$ cat src/hw/rtl/nucleotide_two_bit_packer_top_assert.svh
// Assertion macros for the two-bit nucleotide packer top level.
// Expects clk and rst_n in scope at the point of use.
`ifndef NUCLEOTIDE_TWO_BIT_PACKER_TOP_ASSERT_SVH
`define NUCLEOTIDE_TWO_BIT_PACKER_TOP_ASSERT_SVH

// same-cycle implication
`define NUC2B_CHECK(lbl, ante, cons) \
  lbl: assert property (@(posedge clk) disable iff (!rst_n) (ante) |-> (cons)) \
    else $error("nuc2b check failed");

// next-cycle implication
`define NUC2B_CHECK_NEXT(lbl, ante, cons) \
  lbl: assert property (@(posedge clk) disable iff (!rst_n) (ante) |=> (cons)) \
    else $error("nuc2b next-cycle check failed");

`endif

$ cat src/hw/rtl/nuc2b_pkg.sv
// Shared types, constants and the base decoder for the nucleotide packer.
// No dependencies.
package nuc2b_pkg;

  localparam int WordBases = 32;
  localparam int CodeW     = 2;
  localparam int WordW     = WordBases * CodeW;
  localparam int FillW     = $clog2(WordBases);
  localparam int WnumW     = 27;
  localparam int LenOutW   = 32;

  localparam logic [CodeW-1:0] CodeA    = 2'd0;
  localparam logic [CodeW-1:0] CodeC    = 2'd1;
  localparam logic [CodeW-1:0] CodeG    = 2'd2;
  localparam logic [CodeW-1:0] CodeT    = 2'd3;
  localparam logic [CodeW-1:0] MaskBase = 2'b11;
  localparam logic [CodeW-1:0] MaskNone = 2'b00;

  typedef struct packed {
    logic             known;
    logic [CodeW-1:0] code;
  } base_code_t;

  typedef struct packed {
    logic               emit;
    logic [WordW-1:0]   seq_word;
    logic [WordW-1:0]   mask_word;
    logic [WnumW-1:0]   word_number;
    logic [LenOutW-1:0] sequence_length;
    logic               last_word;
  } pack_res_t;

  function automatic base_code_t decode_base(input logic [7:0] ch);
    base_code_t r;
    r.known = 1'b1;
    r.code  = CodeA;
    case (ch)
      "A", "a": r.code = CodeA;
      "C", "c": r.code = CodeC;
      "G", "g": r.code = CodeG;
      "T", "t": r.code = CodeT;
      default:  r.known = 1'b0;
    endcase
    return r;
  endfunction

endpackage

$ cat src/hw/rtl/nuc2b_pack.sv
// Packing state and datapath: shift words, fill, word index, base counter.
// Depends on nuc2b_pkg.
module nuc2b_pack
  import nuc2b_pkg::*;
#(
  parameter int LENGTH_BITS = 32
) (
  input  logic       clk,
  input  logic       rst_n,
  input  logic       take,
  input  logic [7:0] base_char,
  input  logic       end_of_sequence,
  output pack_res_t  res
);

  localparam int CntExtW = (LENGTH_BITS > LenOutW) ? LENGTH_BITS : LenOutW;

  logic [WordW-3:0]       seq_r, seq_nxt;
  logic [WordW-3:0]       mask_r, mask_nxt;
  logic [FillW-1:0]       fill_r, fill_nxt;
  logic [WnumW-1:0]       widx_r, widx_nxt;
  logic [LENGTH_BITS-1:0] cnt_r, cnt_nxt;

  base_code_t             bc;
  logic [WordW-1:0]       seq_cat, mask_cat;
  logic [FillW-1:0]       pad;
  logic                   full;
  logic [LENGTH_BITS-1:0] cnt_inc;
  logic [CntExtW-1:0]     cnt_ext;

  assign bc       = decode_base(base_char);
  assign seq_cat  = {seq_r, bc.known ? bc.code : MaskNone};
  assign mask_cat = {mask_r, bc.known ? MaskBase : MaskNone};
  assign full     = (fill_r == FillW'(WordBases - 1));
  // bases of padding after this one; zero for a full word
  assign pad      = FillW'(WordBases - 1) - fill_r;
  assign cnt_inc  = (cnt_r == '1) ? cnt_r : cnt_r + 1'b1;
  assign cnt_ext  = CntExtW'(cnt_inc);

  always_comb begin
    res.emit            = full || end_of_sequence;
    res.seq_word        = seq_cat << {pad, 1'b0};
    res.mask_word       = mask_cat << {pad, 1'b0};
    res.word_number     = widx_r;
    res.sequence_length = cnt_ext[LenOutW-1:0];
    res.last_word       = end_of_sequence;
  end

  always_comb begin
    seq_nxt  = seq_r;
    mask_nxt = mask_r;
    fill_nxt = fill_r;
    widx_nxt = widx_r;
    cnt_nxt  = cnt_r;
    if (take) begin
      if (end_of_sequence) begin
        seq_nxt  = '0;
        mask_nxt = '0;
        fill_nxt = '0;
        widx_nxt = '0;
        cnt_nxt  = '0;
      end else if (full) begin
        seq_nxt  = '0;
        mask_nxt = '0;
        fill_nxt = '0;
        widx_nxt = (widx_r == '1) ? widx_r : widx_r + 1'b1;
        cnt_nxt  = cnt_inc;
      end else begin
        seq_nxt  = seq_cat[WordW-3:0];
        mask_nxt = mask_cat[WordW-3:0];
        fill_nxt = fill_r + 1'b1;
        cnt_nxt  = cnt_inc;
      end
    end
  end

  always_ff @(posedge clk) begin
    if (!rst_n) begin
      seq_r  <= '0;
      mask_r <= '0;
      fill_r <= '0;
      widx_r <= '0;
      cnt_r  <= '0;
    end else begin
      seq_r  <= seq_nxt;
      mask_r <= mask_nxt;
      fill_r <= fill_nxt;
      widx_r <= widx_nxt;
      cnt_r  <= cnt_nxt;
    end
  end

endmodule

$ cat src/hw/rtl/nucleotide_two_bit_packer_top.sv
// Two-bit nucleotide packer: input register, packing datapath, result register.
// Depends on nuc2b_pkg, nuc2b_pack and nucleotide_two_bit_packer_top_assert.svh.
//
// One character request is taken per clock unless a request that would produce
// a result waits on an occupied, stalled result register. A request is held in
// the input register, passes through the packing datapath and, if it completes
// a 32-base word or ends a sequence, lands in the result register when taken.
// Characters that finish no word move on even while a result waits to be
// taken; only a request that produces a result waits for the result register
// to drain.
`include "nucleotide_two_bit_packer_top_assert.svh"

module nucleotide_two_bit_packer_top
  import nuc2b_pkg::*;
#(
  parameter int LENGTH_BITS = 32
) (
  input  logic               clk,
  input  logic               rst_n,
  input  logic               in_valid,
  output logic               in_stall,
  input  logic [7:0]         in_base_char,
  input  logic               in_end_of_sequence,
  output logic               out_valid,
  input  logic               out_stall,
  output logic [WordW-1:0]   out_seq_word,
  output logic [WordW-1:0]   out_mask_word,
  output logic [WnumW-1:0]   out_word_number,
  output logic [LenOutW-1:0] out_sequence_length,
  output logic               out_last_word
);

  logic       in_valid_r, in_valid_nxt;
  logic [7:0] in_char_r;
  logic       in_eos_r;
  logic       out_valid_r, out_valid_nxt;
  pack_res_t  out_r;
  pack_res_t  res;
  logic       out_free;
  logic       take;

  nuc2b_pack #(
    .LENGTH_BITS (LENGTH_BITS)
  ) u_pack (
    .clk             (clk),
    .rst_n           (rst_n),
    .take            (take),
    .base_char       (in_char_r),
    .end_of_sequence (in_eos_r),
    .res             (res)
  );

  assign out_free = !out_valid_r || !out_stall;
  assign take     = in_valid_r && (out_free || !res.emit);
  assign in_stall = in_valid_r && !take;

  always_comb begin
    in_valid_nxt = in_valid_r;
    if (!in_valid_r || take) begin
      in_valid_nxt = in_valid;
    end
    out_valid_nxt = out_valid_r;
    if (take && res.emit) begin
      out_valid_nxt = 1'b1;
    end else if (!out_stall) begin
      out_valid_nxt = 1'b0;
    end
  end

  always_ff @(posedge clk) begin
    if (!rst_n) begin
      in_valid_r  <= 1'b0;
      out_valid_r <= 1'b0;
    end else begin
      in_valid_r  <= in_valid_nxt;
      out_valid_r <= out_valid_nxt;
    end
  end

  always_ff @(posedge clk) begin
    if (!in_valid_r || take) begin
      in_char_r <= in_base_char;
      in_eos_r  <= in_end_of_sequence;
    end
    if (take && res.emit) begin
      out_r <= res;
    end
  end

  assign out_valid           = out_valid_r;
  assign out_seq_word        = out_r.seq_word;
  assign out_mask_word       = out_r.mask_word;
  assign out_word_number     = out_r.word_number;
  assign out_sequence_length = out_r.sequence_length;
  assign out_last_word       = out_r.last_word;

  `NUC2B_CHECK(a_no_overwrite, take && res.emit, out_free)
  `NUC2B_CHECK(a_stall_needs_item, in_stall, in_valid_r)
  `NUC2B_CHECK(a_seq_within_mask, out_valid_r, (out_seq_word & ~out_mask_word) == '0)
  `NUC2B_CHECK_NEXT(a_request_held, in_valid && !in_stall, in_valid_r)

endmodule

$ cat config.mk
export PLATFORM = sky130hd
export DESIGN_NAME = nucleotide_two_bit_packer_top
export DESIGN_NICKNAME = d
export VERILOG_FILES = /design/src/hw/rtl/nuc2b_pkg.sv /design/src/hw/rtl/nuc2b_pack.sv /design/src/hw/rtl/nucleotide_two_bit_packer_top.sv
export VERILOG_INCLUDE_DIRS = /design/src /design/src/hw/rtl
export SDC_FILE = /design/constraint.sdc
export NUM_CORES = 1
export LEC_CHECK = 0
export BUFFER_PORTS_ARGS = -buffer_cell sky130_fd_sc_hd__buf_2
export CELL_PAD_IN_SITES_DETAIL_PLACEMENT = 1
export CELL_PAD_IN_SITES_GLOBAL_PLACEMENT = 1
export CORE_ASPECT_RATIO = 0.6
export CORE_UTILIZATION = 40
export CTS_CLUSTER_SIZE = 8
export DETAILED_ROUTE_END_ITERATION = 8
export PLACE_DENSITY_LB_ADDON = 0.1
export REMOVE_ABC_BUFFERS = 1
export SKIP_CTS_REPAIR_TIMING = 1
export SLEW_MARGIN = 20
export SYNTH_ARGS = -nofsm -noshare
export SYNTH_HDL_FRONTEND = slang
export SYNTH_HIERARCHICAL = 1
export SYNTH_SLANG_ARGS = --single-unit
$ cat constraint.sdc
create_clock -name clk -period 18.04 [get_ports clk]
set_input_delay 0 -clock clk [delete_from_list [all_inputs] [get_ports clk]]
set_output_delay 0 -clock clk [all_outputs]
set_load 0.02 [all_outputs]
==> qor.yml, run 1 <==
status: "finished, final reports clean"
cap_violations: 0
peakVddDrop_mv: 0.0688
synth-warning-count: 6
fin_util_pct: 47.0
drive_gt1_share_pct: 22.6
crit_buf_inv: 3
path_clk_slew_ns: 0.05
final_common_cell: "buf_2"
syn_area_per_cell_um2: 11.1
routedWlPerCell_um: 21.6
slew_viol_final: 0
drtIter0Drc: 1206
cp_max_fo: 93
clock-root-buffer: "clkbuf_16"
r2r_slack_ns: 13.87
grt_usage_pct: 22.2
drt-pass1-iter-count: 6
numPortBuffers: 201
fillers: 4693
row_count: 59
clk_path_buf_depth: 3
hold_path_end: "in_char_r[6]"
start_util_pct: 40.9
skew_ns: 0.0257
min_path_cells: 2
min_period_ns: 4.17
grt_pass1_wl_mm: 79.3
finalSetupTns_ns: 0
min_from: "in_base_char[6]"
hpwl_mm: 34.6
cpLargestDelayFamily: "buffers and inverters"
timing.rr.start: "u_pack/fill_r[0]"
crit_path_end_kind: "register"
grt_pass1_vias: 13125
vias: 13424
insertion_delay_ns: 0.57
grt_max_degree: 94
dieArea_um2: 45700
stdcell_count: 2352
die_h_um: 166
wl_mm: 50.9
setup_viol: 0
die_width_um: 275
timing_hold_violations_final: 0
ant_nets: 0
dpl_worst_slack_ns: 13.82
antenna_cells: 0
path_class: "register to register"
syn_area_um2: 17900
core-area_um2: 43800
arrival_ns: 4.66
min_period_over_period_pct: 23.1
cts_inserted_buffers: 50
worst_pin_slew_ns: 1.10
max_freq_ghz: 0.240
rsz0062_at_grt: "no"
synthCells: 1608
cts.htree.levels: 2
max_slew_margin_pct: 26.2
ios: 203
globalRoute.totalOverflow: 0
place_inst: 2250
cts_tree: "yes"
final_cell_mix: "201 x buf_2, 196 x edfxtp_1, 154 x dfxtp_1"
gp_congestion: 0.819
p_leak_nw: 7.19
antenna_found_initial: 1
finalWorstSetupSlack_ns: 13.87
pwr_density_cell_nw_per_um2: 87.6
cp_cell_sequence: "ha_1, and3_1, ha_1, nor2_1, inv_1, a31oi_1, buf_4, nand2b_1, nor2_4, buf_4, a22oi_1, nor2b_1"
cts_sinks: 355
reg2reg_to: "u_pack/seq_r[49]"
drc: 0
startpoint_type: "register"
min_path_type: "input port to register"
area_growth_syn_to_layout_pct: 14.9
via_per_inst: 5.71
cp_slowest_cell: "buf_4"
nNetsFinal: 1751
reg2reg_depth: 12
critPathRequiredTime_ns: 18.53
cpPeakStageDelay_ns: 0.80
-- per-stage QoR --
step | area (µm²) | hold WS [ns] | total power, mW
floorplan | 17100 | 0.0989 | 0.926
global placement | 19000 | 0.180 | 0.945
detailed placement | 19000 | 0.179 | 0.946
CTS | 20500 | -0.414 | 1.83
global route | 20600 | 0.175 | 1.87
finish | 20600 | 0.183 | 1.80
-- final cells by class --
class | instances | area [µm²] | area share, %
clock buffers | 88 | 1390 | 6.77
well taps | 579 | 724 | 3.52
repair buffers | 232 | 1270 | 6.15
multi-input cells | 1084 | 8040 | 39.0
flip-flops and latches | 355 | 9080 | 44.1
clock inverters | 3 | 41.3 | 0.201
inverters | 11 | 41.3 | 0.201
-- sequential cells by signal (all words and copies together) (netlist names) --
| signal | cells |
|---|---|
| in_char_r | 7 |
| in_eos_r | 1 |
| in_valid_r | 1 |
| out_last_word | 1 |
| out_mask_word | 64 |
| out_seq_word | 64 |
| out_sequence_length | 32 |
| out_valid | 1 |
| out_word_number | 27 |
| u_pack/cnt_r | 32 |
| u_pack/fill_r | 5 |
| u_pack/mask_r | 31 |
| u_pack/seq_r | 62 |
| u_pack/widx_r | 27 |
-- report_power, final --
part           internal (mW)  switching, mW
logic                 0.0194         0.0470
clock network          0.519          0.355
registers              0.859        0.00558
total                   1.40          0.407
-- worst max path at each step --
stage / slack, ns / endpoint / start / cells after the start
floorplan: 3.40 / out_last_word / u_pack/fill_r[0] / 7
global placement: 13.94 / u_pack/widx_r[26] / u_pack/fill_r[0] / 11
detailed placement: 13.82 / u_pack/widx_r[26] / u_pack/fill_r[0] / 11
CTS: 13.78 / u_pack/widx_r[26] / u_pack/fill_r[0] / 11
global route: 13.40 / u_pack/seq_r[49] / u_pack/fill_r[0] / 12
finish: 13.87 / u_pack/seq_r[49] / u_pack/fill_r[0] / 12
-- layer usage --
metal / GRT usage (%) / routed length (µm)
met5: 0 / 0
met4: 4.42 / 861
met3: 4.27 / 2790
met2: 30.8 / 20800
met1: 35.4 / 26400
-- worst reg2reg max path: cells and delay by family, from the launching register on --
family	cells	cell delay, ns
flip-flops	1	0.50
AND/OR/NAND/NOR	5	1.14
AO/OA/AOI/OAI	2	0.71
adder cells (fa/ha/maj)	2	0.55
buffers and inverters	3	1.22
(Power assumes the default switching activity.)
==> run 2, diff against run 1 <==
==> constraint.sdc (replaced) <==
create_clock -name clk -period 3.75 [get_ports clk]
set_input_delay 0 -clock clk [delete_from_list [all_inputs] [get_ports clk]]
set_output_delay 0 -clock clk [all_outputs]
set_load 0.02 [all_outputs]
==> qor.yml, run 2 (synthesis results as in run 1) <==
ant_nets: 0  # unchanged
drc: 0  # unchanged
clk_path_buf_depth: 3  # unchanged
die_width_um: 275  # unchanged
max_freq_ghz: 0.295  # +23%
max_slew_margin_pct: 45.8  # +20 points
finalWorstSetupSlack_ns: 0.364  # -13.51 ns
insertion_delay_ns: 0.58  # about the same
worst_pin_slew_ns: 0.811  # -0.291 ns
setup_viol: 0  # unchanged
area_growth_syn_to_layout_pct: 16.1
numPortBuffers: 201  # unchanged
grt_max_degree: 119  # +27%
wl_mm: 51.4  # +0.95%
dieArea_um2: 45700  # unchanged
min_path_type: "input port to register"
peakVddDrop_mv: 0.358  # +420%
critPathRequiredTime_ns: 4.24  # -14.29 ns
final_cell_mix: "201 x buf_2, 196 x edfxtp_1, 154 x dfxtp_1"
drive_gt1_share_pct: 23.3  # +0.73 points
drt-pass1-iter-count: 5  # -1
startpoint_type: "register"
timing_hold_violations_final: 0  # unchanged
slew_viol_final: 0  # unchanged
path_class: "register to register"
antenna_cells: 0  # unchanged
nNetsFinal: 1767  # +0.91%
p_int_mw: 6.77  # +380%
routedWlPerCell_um: 21.7  # +0.40%
grt_usage_pct: 22.5  # +0.24 points
grt_pass1_vias: 13370  # +1.9%
vias: 13388  # -0.27%
hpwl_mm: 34.8  # +0.75%
ios: 203  # unchanged
pwr_density_cell_nw_per_um2: 418  # +380%
min_period_ns: 3.39  # -0.782 ns
dpl_worst_slack_ns: 0.360  # -13.46 ns
cts_sinks: 355  # unchanged
clock-root-buffer: "clkbuf_16"
cts.htree.levels: 2  # unchanged
cts_tree: "yes"
p_sw_share_pct: 22.3  # -0.29 points
cp_max_fo: 6  # -94%
gp_congestion: 0.826  # +0.76%
cts_inserted_buffers: 50  # unchanged
row_count: 59  # unchanged
final_common_cell: "buf_2"
pwr-share-clk_pct: 48.4  # about the same
status: "finished, final reports clean"
core-area_um2: 43800  # unchanged
antenna_found_initial: 0  # -1
skew_ns: 0.0210  # -0.00471 ns
start_util_pct: 40.9  # unchanged
globalRoute.totalOverflow: 0  # unchanged
fillers: 4708  # +0.32%
rsz0062_at_grt: "no"
drtIter0Drc: 939  # -22%
arrival_ns: 3.88  # -0.78 ns
p_leak_nw: 7.30  # +1.5%
comb_power_share_pct: 3.9  # +0.2 points
die_h_um: 166  # unchanged
seq_power_share_pct: 47.7  # -0.2 points
min_period_over_period_pct: 90.3  # +67 points
fin_util_pct: 47.6  # +0.51 points
cap_violations: 0  # unchanged
path_clk_slew_ns: 0.05  # about the same
p_switching_mw: 1.94  # +380%
crit_path_end_kind: "register"
via_per_inst: 5.66  # -0.82%
grt_pass1_wl_mm: 80.2  # +1.2%
[run 2: cell count changes in the layout (fill, tap and decap cells not counted)]
| cell | before | now |
|---|---|---|
| buf_12 | 0 | 7 |
| buf_4 | 20 | 28 |
| clkbuf_1 | 38 | 33 |
| clkbuf_16 | 50 | 51 |
| clkbuf_8 | 0 | 1 |
| clkinv_8 | 1 | 2 |
| dlygate4sd3_1 | 11 | 12 |
| inv_16 | 1 | 0 |
| nor2_1 | 127 | 128 |
| nor2_2 | 1 | 0 |
[run 2: metal layers]
metal,up-vias,track usage (%),wire length [µm]
li1,6271,-,-
met1,6730,35.5,26600
met2,323,31.4,21300
met3,64,3.86,2580
met4,0,5.19,894
met5,-,0,0
[run 2: critical path, cell delays in order, from the launching register on]
cell,delay [ns]
dfxtp_4,0.35
ha_1,0.23
and3_1,0.19
ha_1,0.24
nor2_1,0.25
inv_1,0.14
a31oi_1,0.21
o21ai_0,0.25
nor3_1,0.36
or4b_1,0.58
or3_1,0.36
a21oi_1,0.15
[run 2: final timing paths]
kind                            slack [ns]  cells after the start             endpoint               from
worst max register to register        0.36                     11    u_pack/widx_r[24]   u_pack/fill_r[0]
worst min register to register        0.47                      0  out_word_number[26]  u_pack/widx_r[26]
worst min-delay path                  0.17                      2         in_char_r[3]    in_base_char[3]
worst max-delay path                  0.36                     11    u_pack/widx_r[24]   u_pack/fill_r[0]
[run 2: area by class of cell]
class                      instances  area [µm²]  area share (%)
clock inverter                     3        37.5           0.180
timing repair buffer             248        1480            7.09
multi-input combinational       1084        8040            38.6
inverter                          11        41.3           0.198
sequential                       355        9080            43.6
tap                              579         724            3.48
clock buffer                      85        1410            6.79
[run 2: power by group through the flow]
stage / Sequential (mW) / Combinational (mW) / Clock [mW]
3_5_place_dp: 4.23 / 0.330 / 0
3_3_place_gp: 4.23 / 0.324 / 0
6_report: 4.15 / 0.338 / 4.22
2_1_floorplan: 4.33 / 0.132 / 0
4_1_cts: 4.15 / 0.331 / 4.35
5_1_grt: 4.15 / 0.365 / 4.52
[run 2: per-stage QoR]
step                hold slack [ns]  total power [mW]  cells  setup TNS [ns]  area (µm²)
CTS                          -0.419              8.83   2353               0       20700
finish                        0.171              8.71   2365               0       20800
global placement              0.180              4.55   2265               0       19200
detailed placement            0.179              4.56   2265               0       19200
global route                  0.147              9.03   2365               0       20800
floorplan                    0.0989              4.46   1450        -2781.50       17100
==> run 3, diff against run 2 <==
==> constraint.sdc (replaced) <==
create_clock -name clk -period 4 [get_ports clk]
set_input_delay 0 -clock clk [delete_from_list [all_inputs] [get_ports clk]]
set_output_delay 0 -clock clk [all_outputs]
set_load 0.02 [all_outputs]
==> qor.yml, run 3 (synthesis results as in run 1) <==
setup_viol: 0  # unchanged
path_class: "register to register"
cp_cell_sequence: "ha_1, and3_1, ha_1, nor2_1, inv_1, a31oi_1, o21ai_0, nor3_1, or4b_1, or3_1, a21oi_1"
cts_inserted_buffers: 50  # unchanged
ios: 203  # unchanged
final_cell_mix: "201 x buf_2, 196 x edfxtp_1, 154 x dfxtp_1"
max_freq_ghz: 0.292  # -1.0%
startpoint_type: "register"
dpl_worst_slack_ns: 0.625  # +0.266 ns
peakVddDrop_mv: 0.335  # -6.4%
drt-pass1-iter-count: 5  # unchanged
crit_path_end_kind: "register"
drive_gt1_share_pct: 22.9  # -0.40 points
finalWorstSetupSlack_ns: 0.579  # +0.215 ns
p_leak_nw: 7.26  # -0.52%
max_slew_margin_pct: 27.8  # -18 points
cts.htree.levels: 2  # unchanged
timing.critical_path.mode_cell: "ha_1"
antenna_found_initial: 2  # +2
vias: 13321  # -0.50%
ant_nets: 0  # unchanged
clock-root-buffer: "clkbuf_16"
final_common_cell: "buf_2"
wl_mm: 51.1  # -0.56%
drc: 0  # unchanged
start_util_pct: 40.9  # unchanged
stdcell_count: 2361  # -0.17%
row_count: 59  # unchanged
grt_pass1_vias: 13168  # -1.5%
place_inst: 2258  # -0.31%
gp_congestion: 0.807  # -2.2%
grt_max_degree: 115  # -3.4%
status: "finished, final reports clean"
cts_tree: "yes"
insertion_delay_ns: 0.57  # about the same
core-area_um2: 43800  # unchanged
die_width_um: 275  # unchanged
min_period_over_period_pct: 85.5  # -4.8 points
cp_max_fo: 6  # unchanged
worst_pin_slew_ns: 1.08  # +0.272 ns
routedWlPerCell_um: 21.6  # -0.39%
pwr_density_cell_nw_per_um2: 396  # -5.4%
skew_ns: 0.0158  # -0.00521 ns
cap_violations: 0  # unchanged
numPortBuffers: 201  # unchanged
timing_hold_violations_final: 0  # unchanged
drtIter0Drc: 1062  # +13%
grt_pass1_wl_mm: 79.8  # -0.52%
cp_slowest_cell: "or4b_1"
antenna_cells: 0  # unchanged
nNetsFinal: 1760  # -0.40%
min_path_type: "input port to register"
hpwl_mm: 34.8  # -0.24%
area_growth_syn_to_layout_pct: 15.7
dieArea_um2: 45700  # unchanged
via_per_inst: 5.64  # -0.33%
min_period_ns: 3.42  # +0.0348 ns
die_h_um: 166  # unchanged
arrival_ns: 3.92  # +0.04 ns
cpPeakStageDelay_ns: 0.60  # +0.02 ns
slew_viol_final: 0  # unchanged
rsz0062_at_grt: "no"
cts_sinks: 355  # unchanged
grt_usage_pct: 22.3  # -0.13 points
critPathRequiredTime_ns: 4.50  # +0.26 ns
path_clk_slew_ns: 0.05  # about the same
globalRoute.totalOverflow: 0  # unchanged
clk_path_buf_depth: 3  # unchanged
[run 3: cell count changes in the layout (fill, tap and decap cells not counted), sizes merged]
cell and delta:
clkbuf +4, buf -7, clkinv -1
[run 3: critical path, delay by kind of cell (launching register included)]
kind / cells / cell delay (ns)
adders and majority gates: 2 / 0.47
buffers and inverters: 1 / 0.14
and+or+nand+nor: 5 / 1.79
AOI/OAI and AO/OA: 3 / 0.61
DFF: 1 / 0.35
[run 3: layer usage]
metal,GRT usage [%],part of all wire [%],vias up
met2,30.7,41,326
met1,35.8,52,6673
met4,4.13,1.4,0
li1,-,-,6267
met5,0,0,-
met3,4.50,6.0,55
[run 3: power by group]
group | leakage, nW | internal, mW | switching, mW
Clock | 0.698 | 2.41 | 1.59
Combinational | 3.31 | 0.0954 | 0.223
Sequential | 3.26 | 3.88 | 0.0172
[run 3: final cells by class]
cell class	count	area [µm²]
flip-flops and latches	355	9080
repair buffers	241	1390
multi-input cells	1084	8040
clock inverters	2	32.5
inverters	11	41.3
well taps	579	724
fillers	4679	23000
clock buffers	89	1440
[run 3: final timing paths]
kind                                          end         startpoint  cells past startpoint  slack [ns]
worst max-delay path            u_pack/widx_r[22]   u_pack/fill_r[0]                     11        0.58
worst min-delay path                 in_char_r[7]    in_base_char[7]                      2        0.17
worst max register to register  u_pack/widx_r[22]   u_pack/fill_r[0]                     11        0.58
worst min register to register  u_pack/widx_r[26]  u_pack/widx_r[26]                      2        0.48
[run 3: stage by stage]
stage / hold slack [ns] / power (mW) / cell area (µm²) / util [%] / setup TNS, ns
2_1_floorplan: 0.0989 / 4.18 / 17100 / - / -2660.50
3_3_place_gp: 0.180 / 4.27 / 19200 / 43.8 / 0
3_5_place_dp: 0.180 / 4.28 / 19200 / 43.8 / 0
4_1_cts: -0.419 / 8.32 / 20600 / 47.1 / 0
5_1_grt: 0.154 / 8.50 / 20700 / 47.4 / 0
6_report: 0.174 / 8.21 / 20700 / 47.4 / 0
